[src/rtl/ohr_pkg.sv]
`timescale 1ns / 1ps

package ohr_pkg;

  // Ring geometry
  localparam int DEPTH    = 20;
  localparam int ID_BYTES = 8;
  localparam int PTR_W    = $clog2(DEPTH);

  // Field widths
  localparam int ID_W   = 64;
  localparam int TIME_W = 32;
  localparam int REC_W  = ID_W + 2 * TIME_W;

  // Bytes of the identifier that are kept
  localparam logic [ID_W-1:0] ID_MASK = (ID_BYTES >= 8) ? {ID_W{1'b1}} :
    ((ID_W'(1) << (8 * ID_BYTES)) - ID_W'(1));

  // Command codes carried on tuser
  localparam logic CMD_ADD  = 1'b0;
  localparam logic CMD_LIST = 1'b1;

  typedef enum logic [0:0] {
    ST_IDLE,
    ST_LIST
  } ctrl_state_t;

  // Controller to datapath
  typedef struct packed {
    logic add;
    logic list_start;
    logic rd_issue;
  } dp_cmd_t;

  // Datapath to controller
  typedef struct packed {
    logic slot_free;
    logic rd_last;
    logic empty;
  } dp_status_t;

  // Ring position after p, wrapping at the depth
  function automatic logic [PTR_W-1:0] next_pos(input logic [PTR_W-1:0] p);
    logic [PTR_W-1:0] r;
    if (p == PTR_W'(DEPTH - 1)) begin
      r = '0;
    end else begin
      r = p + PTR_W'(1);
    end
    return r;
  endfunction

endpackage

[src/rtl/ohr_ctrl.sv]
`timescale 1ns / 1ps

module ohr_ctrl (
  input  logic                clk,
  input  logic                rst_n,
  input  logic                in_tvalid,
  input  logic                in_tuser,
  output logic                in_tready,
  input  ohr_pkg::dp_status_t status,
  output ohr_pkg::dp_cmd_t    cmd
);

  ohr_pkg::ctrl_state_t state_r, state_nxt;

  // State register
  always_ff @(posedge clk) begin
    if (!rst_n) begin
      state_r <= ohr_pkg::ST_IDLE;
    end else begin
      state_r <= state_nxt;
    end
  end

  // Next state and commands
  always_comb begin
    state_nxt      = state_r;
    in_tready      = 1'b0;
    cmd.add        = 1'b0;
    cmd.list_start = 1'b0;
    cmd.rd_issue   = 1'b0;
    case (state_r)
      ohr_pkg::ST_IDLE: begin
        in_tready = 1'b1;
        if (in_tvalid) begin
          if (in_tuser == ohr_pkg::CMD_ADD) begin
            cmd.add = 1'b1;
          end else begin
            cmd.list_start = 1'b1;
            state_nxt      = ohr_pkg::ST_LIST;
          end
        end
      end
      ohr_pkg::ST_LIST: begin
        // one read per free output slot
        if (status.slot_free) begin
          cmd.rd_issue = 1'b1;
          if (status.rd_last || status.empty) begin
            state_nxt = ohr_pkg::ST_IDLE;
          end
        end
      end
      default: begin
        state_nxt = ohr_pkg::ST_IDLE;
      end
    endcase
  end

endmodule

[src/rtl/ohr_datapath.sv]
`timescale 1ns / 1ps

module ohr_datapath (
  input  logic                            clk,
  input  logic                            rst_n,
  input  ohr_pkg::dp_cmd_t                cmd,
  input  logic [ohr_pkg::ID_W-1:0]        user_id,
  input  logic [ohr_pkg::TIME_W-1:0]      start_time,
  input  logic [ohr_pkg::TIME_W-1:0]      now_time,
  input  logic                            out_ready,
  output logic                            out_valid,
  output logic [ohr_pkg::REC_W-1:0]       out_rec,
  output logic                            out_empty,
  output logic                            out_last,
  output ohr_pkg::dp_status_t             status
);

  logic [ohr_pkg::REC_W-1:0] mem [ohr_pkg::DEPTH];

  logic [ohr_pkg::PTR_W-1:0] oldest_ptr_r, oldest_ptr_nxt;
  logic [ohr_pkg::PTR_W-1:0] write_ptr_r, write_ptr_nxt;
  logic [ohr_pkg::PTR_W-1:0] rd_ptr_r, rd_ptr_nxt;
  logic                      empty_r, empty_nxt;
  logic                      out_valid_r, out_valid_nxt;
  logic                      out_last_r;
  logic                      out_empty_r;
  logic [ohr_pkg::REC_W-1:0] rd_data_r;
  logic                      rd_last;

  assign rd_last = (ohr_pkg::next_pos(rd_ptr_r) == write_ptr_r);

  assign status.slot_free = !out_valid_r || out_ready;
  assign status.rd_last   = rd_last;
  assign status.empty     = empty_r;

  // Pointer and flag updates
  always_comb begin
    oldest_ptr_nxt = oldest_ptr_r;
    write_ptr_nxt  = write_ptr_r;
    rd_ptr_nxt     = rd_ptr_r;
    empty_nxt      = empty_r;
    if (cmd.add) begin
      // full ring: drop the oldest record
      if ((write_ptr_r == oldest_ptr_r) && !empty_r) begin
        oldest_ptr_nxt = ohr_pkg::next_pos(oldest_ptr_r);
      end
      write_ptr_nxt = ohr_pkg::next_pos(write_ptr_r);
      empty_nxt     = 1'b0;
    end
    if (cmd.list_start) begin
      rd_ptr_nxt = oldest_ptr_r;
    end else if (cmd.rd_issue) begin
      rd_ptr_nxt = ohr_pkg::next_pos(rd_ptr_r);
    end
  end

  // Output slot valid
  always_comb begin
    if (cmd.rd_issue) begin
      out_valid_nxt = 1'b1;
    end else if (out_ready) begin
      out_valid_nxt = 1'b0;
    end else begin
      out_valid_nxt = out_valid_r;
    end
  end

  always_ff @(posedge clk) begin
    if (!rst_n) begin
      oldest_ptr_r <= '0;
      write_ptr_r  <= '0;
      rd_ptr_r     <= '0;
      empty_r      <= 1'b1;
      out_valid_r  <= 1'b0;
    end else begin
      oldest_ptr_r <= oldest_ptr_nxt;
      write_ptr_r  <= write_ptr_nxt;
      rd_ptr_r     <= rd_ptr_nxt;
      empty_r      <= empty_nxt;
      out_valid_r  <= out_valid_nxt;
    end
  end

  // Record memory, registered read straight into the output slot
  always_ff @(posedge clk) begin
    if (cmd.add) begin
      mem[write_ptr_r] <= {now_time, start_time, user_id & ohr_pkg::ID_MASK};
    end
    if (cmd.rd_issue) begin
      rd_data_r   <= empty_r ? '0 : mem[rd_ptr_r];
      out_empty_r <= empty_r;
      out_last_r  <= empty_r || rd_last;
    end
  end

  assign out_valid = out_valid_r;
  assign out_rec   = rd_data_r;
  assign out_empty = out_empty_r;
  assign out_last  = out_last_r;

`ifndef SYNTHESIS
  a_empty_ptrs_equal: assert property (@(posedge clk) disable iff (!rst_n)
    empty_r |-> (oldest_ptr_r == write_ptr_r))
    else $error("empty ring with differing pointers");

  a_add_clears_empty: assert property (@(posedge clk) disable iff (!rst_n)
    cmd.add |=> !empty_r)
    else $error("ring still empty after add");

  a_empty_read_marks: assert property (@(posedge clk) disable iff (!rst_n)
    (cmd.rd_issue && empty_r) |=> (out_valid_r && out_empty_r && out_last_r))
    else $error("empty listing not flagged");

  a_no_read_over_pending: assert property (@(posedge clk) disable iff (!rst_n)
    cmd.rd_issue |-> (!out_valid_r || out_ready))
    else $error("read issued into occupied output slot");
`endif

endmodule

[src/rtl/overwriting_history_ring_core.sv]
`timescale 1ns / 1ps
// Add: accepted whenever in_tready is high, produces no result; adds can follow back to back.
// List: on accept the controller enters its list state and issues reads into
// the registered output slot, one result per cycle while out_tready is high;
// the input stays blocked until the final read is issued (single memory read port).
// Reset (synchronous, rst_n low): ring empty, pointers zero; record memory is not cleared.

module overwriting_history_ring_core (
  input  logic         clk,
  input  logic         rst_n,
  input  logic         in_tvalid,
  output logic         in_tready,
  input  logic [127:0] in_tdata,  // user_id[63:0], start_time[95:64], now_time[127:96]
  input  logic         in_tuser,  // cmd
  output logic         out_tvalid,
  input  logic         out_tready,
  output logic [127:0] out_tdata, // rec_id[63:0], rec_login[95:64], rec_logout[127:96]
  output logic         out_tuser, // is_empty
  output logic         out_tlast
);

  ohr_pkg::dp_cmd_t    dp_cmd;
  ohr_pkg::dp_status_t dp_status;

  ohr_ctrl u_ctrl (
    .clk       (clk),
    .rst_n     (rst_n),
    .in_tvalid (in_tvalid),
    .in_tuser  (in_tuser),
    .in_tready (in_tready),
    .status    (dp_status),
    .cmd       (dp_cmd)
  );

  ohr_datapath u_datapath (
    .clk        (clk),
    .rst_n      (rst_n),
    .cmd        (dp_cmd),
    .user_id    (in_tdata[63:0]),
    .start_time (in_tdata[95:64]),
    .now_time   (in_tdata[127:96]),
    .out_ready  (out_tready),
    .out_valid  (out_tvalid),
    .out_rec    (out_tdata),
    .out_empty  (out_tuser),
    .out_last   (out_tlast),
    .status     (dp_status)
  );

endmodule
[config.mk]
export PLATFORM = sky130hd
export DESIGN_NAME = overwriting_history_ring_core
export DESIGN_NICKNAME = d
export VERILOG_FILES = /design/src/rtl/ohr_pkg.sv /design/src/rtl/ohr_ctrl.sv /design/src/rtl/ohr_datapath.sv /design/src/rtl/overwriting_history_ring_core.sv
export SDC_FILE = /design/constraint.sdc
export NUM_CORES = 2
export LEC_CHECK = 0
export BUFFER_PORTS_ARGS = -buffer_cell sky130_fd_sc_hd__buf_4
export CORE_ASPECT_RATIO = 0.6
export CORE_MARGIN = 8
export CORE_UTILIZATION = 45
export DETAILED_ROUTE_END_ITERATION = 16
export PLACE_DENSITY = 0.59
export SETUP_SLACK_MARGIN = 0.05
export SLEW_MARGIN = 25
export SYNTH_ARGS = -nofsm -noshare
export SYNTH_HDL_FRONTEND = slang
export SYNTH_HIERARCHICAL = 1
export SYNTH_SLANG_ARGS = --single-unit
[constraint.sdc]
create_clock -name clk -period 13.7 [get_ports clk]
set_clock_uncertainty 0.1 [all_clocks]
set_input_delay 0.685 -clock clk [delete_from_list [all_inputs] [get_ports clk]]
set_output_delay 0.685 -clock clk [all_outputs]
set_load 0.1 [all_outputs]
==> run_results.csv <==
group,metric,value,unit
sta,fmax,208,MHz
grt,gr-total-overflow,0,
clock_tree,cts_buffer_depth,4,
flow_run,drv_cap,0,
placement,io_buffers,264,
placement,post-dp-hpwl,132000,um
min_path,hold_path.class,"input port to flop",
die,core_area,226000,um^2
grt,grt_max_degree,130,
grt,track_usage,21.1,%
synthesis,ys.flop_type,"edfxtp_1",
sta,fin_ws,8.90,ns
power_and_ir_drop,vdd_drop_max,0.000104,V
power_and_ir_drop,cellPowerDensity,144,nW/um^2
grt,antenna_found_initial,28,
clock_tree,cts_setup_buffers,0,
synthesis,ys_ff_latch,2708,
synthesis,async_flop_share,0,%
finish,stdcell_area,116000,um^2
placement,gp_congestion,0.733,
clock_tree,cts_made_buffers,244,
sta,setup_viol,0,
drt,vias_per_cell,5.98,
drt,avgRoutedWirePerCell,31.7,um
synthesis,synth_fp_nets,4677,
drt,met2_length,119000,um
critical_path,path_class,"flop to flop",
min_path,min_path_cells,1,
critical_path,path_max_fanout,124,
synthesis,synth_area_leaders,"edfxtp_1 (79%), mux4_2 (14%), a211oi_1 (0.95%), o22ai_1 (0.76%), nor2b_1 (0.75%)",
critical_path,rrSetupSlack,8.90,ns
die,die_w,632,um
finish,area_growth,13.6,%
sta,layout_min_cycle_time,4.80,ns
drt,m1WireLength,118000,um
synthesis,synth-edff-count,2690,
critical_path,end_kind,"flop",
synthesis,synth_cell_type_count,47,
sta,final_max_slew_viol_count,0,
finish,drive_gt1_share,27.0,%
synthesis,avgSynthCellArea,22.6,um^2
grt,grt_pass1_vias,49563,
die,die_h,386,um
critical_path,arrival,5.26,ns
drt,drt_wl_total,259000,um
die,rows,135,
drt,dr_total_vias,48909,
drt,route.top_layer_used,"met5",
drt,wl_met3,17800,um
die,start_util,45.4,%
critical_path,required,14.16,ns
clock_tree,htreeDepth,4,
placement,postPlaceCellArea,108000,um^2
drt,drtAntennaViolNets,0,
clock_tree,clk_latency,0.90,ns
placement,preCtsSetupSlack,8.81,ns
status,status,"finished, final reports clean",
sta,maxSlewHeadroom,26.2,%
critical_path,rr_worst_depth,8,
clock_tree,numClockSinks,2708,
clock_tree,clk_pin_slew_worst_paths,0.07,ns
drt,firstDrtPassIters,5,
die,num_io_pins,265,
drt,drc_errors,0,
synthesis,synth_area,103000,um^2
synthesis,synth_top_area_share,78.8,%
drt,drt-initial-drc-count,5203,
clock_tree,cts_tree,"done",
grt,grt_pass1_wl,373000,um
synthesis,synth.largest_area_cell,"edfxtp_1",
synthesis,yosysWarnings,6,
finish,finalNetCount,5108,
sta,tns,0,ns
critical_path,start_kind,"flop",
sta,finalHoldViolCount,0,
sta,period_share,35.0,%
power_and_ir_drop,p_leak,35.5,nW
synthesis,synth_seq_area_share,79.2,%
clock_tree,cts_root_buffer,"clkbuf_16",
clock_tree,cts-resized-gates,0,
synthesis,synth_cells,4538,
sta,rsz0062_at_grt,"no",
die,fp.dieArea,244000,um^2
sta,tightest_slew,1.11,ns
-- flip-flops by register name (all words and copies together) (netlist names) --
| name | count |
|---|---|
| u_ctrl/state_r | 1 |
| u_datapath/empty_r | 1 |
| u_datapath/mem | 2560 |
| u_datapath/oldest_ptr_r | 5 |
| u_datapath/out_empty | 1 |
| u_datapath/out_last | 1 |
| u_datapath/out_rec | 128 |
| u_datapath/out_valid | 1 |
| u_datapath/rd_ptr_r | 5 |
| u_datapath/write_ptr_r | 5 |
-- critical path: stages (launching register included) --
cell and delay (ns):
dfxtp_4 0.97, buf_12 0.62, buf_4 0.68, buf_4 0.76, mux4_2 0.59, o22ai_1 0.16, nor2_1 0.07, a21oi_1 0.17
nor3_1 0.07
-- cell usage after synthesis (2+ instances only) --
library cell,count
a211oi_1,130
and2_2,2
a21oi_1,127
xnor2_1,13
inv_1,7
buf_12,2
ha_1,6
nand4_1,2
a31oi_1,2
nand2b_1,9
and2_1,11
o22ai_1,125
and3_1,2
buf_2,89
mux2i_1,15
nor3b_1,3
a221o_1,4
o21ai_0,13
buf_1,17
nor3_1,135
a211oi_2,2
buf_6,53
mux4_2,636
and2b_1,13
edfxtp_1,2690
buf_8,2
a21boi_0,5
nand2_1,20
clkbuf_1,85
nand3_1,4
dfxtp_1,18
nor2_1,142
nor2b_1,123
buf_4,18
-- where the power goes --
part,leakage [nW],switching [W],internal (W)
clock,3.86,0.00299,0.00389
combinational,7.14,0.000452,0.000220
sequential,24.5,0.0000296,0.00915
-- path summary, 6_finish.rpt --
kind / from / to
min reg2reg: u_datapath/out_valid$_SDFFE_PN0P_ / u_datapath/out_valid$_SDFFE_PN0P_
max: u_datapath/rd_ptr_r[1]$_SDFFE_PN0P_ / u_datapath/out_rec[28]$_SDFFCE_PP0P_
max reg2reg: u_datapath/rd_ptr_r[1]$_SDFFE_PN0P_ / u_datapath/out_rec[28]$_SDFFCE_PP0P_
min: in_tdata[32] / u_datapath/mem[16][32]$_DFFE_PP_
-- routing by layer --
layer | track usage [%] | up-vias
li1 | - | 20043
met1 | 32.2 | 26753
met2 | 32.5 | 1777
met3 | 3.58 | 320
met4 | 3.68 | 16
met5 | 0 | -
-- final cells by class --
type	count	area, um^2
Antenna cell	9	22.5
Clock buffer	298	6410
Clock inverter	141	1500
Fill cell	17617	110000
Inverter	7	26.3
Multi-Input combinational cell	1556	19800
Sequential cell	2708	81200
Tap cell	3014	3770
Timing Repair Buffer	452	3730
-- cells in the final DEF, fill, tap and decap left out, types with 12 or more instances in the layout --
cell type,instances
o21ai_0,13
edfxtp_1,2690
mux4_2,636
clkbuf_16,248
and2b_1,13
nor3_1,131
xnor2_1,13
a211oi_1,130
nor2b_1,123
clkinv_1,48
bufinv_16,31
o22ai_1,125
clkinv_2,44
a21oi_1,127
mux2i_1,15
dlygate4sd3_1,73
buf_4,365
clkbuf_1,48
nor2_4,12
nand2_1,20
dfxtp_1,12
nor2_1,130
-- cell families (layout without fill, tap and decap cells) --
family / after synthesis / after routing / synth area share (%)
AOI/OAI and AO/OA: 414 / 414 / 2.57
other: 0 / 9 / 0
muxes: 651 / 651 / 14.1
and+or+nand+nor: 471 / 471 / 2.34
DFF: 2708 / 2708 / 79.2
buffers and inverters: 274 / 898 / 1.62
xor gates and xnor gates: 14 / 14 / 0.120
adders and majority gates: 6 / 6 / 0.0732
-- what timing repair did --
action                                   CTS  global route
endpoints found under the hold margin   1102             0
endpoints found under the setup margin     0             0
hold buffers                              73             0
-- metrics by stage --
| step | cells | utilization [%] | total power (W) | hold WS (ns) |
|---|---|---|---|---|
| after floorplan | 4538 | - | 0.00974 | 0.371 |
| after global placement | 7662 | 47.7 | 0.0100 | 0.442 |
| after detailed placement | 7663 | 47.7 | 0.0100 | 0.434 |
| after CTS | 8175 | 51.5 | 0.0169 | 0.0000750 |
| after global routing | 8178 | 51.5 | 0.0172 | 0.0338 |
| final | 8185 | 51.5 | 0.0167 | 0.0614 |
Power figures use the tool's default switching activity.
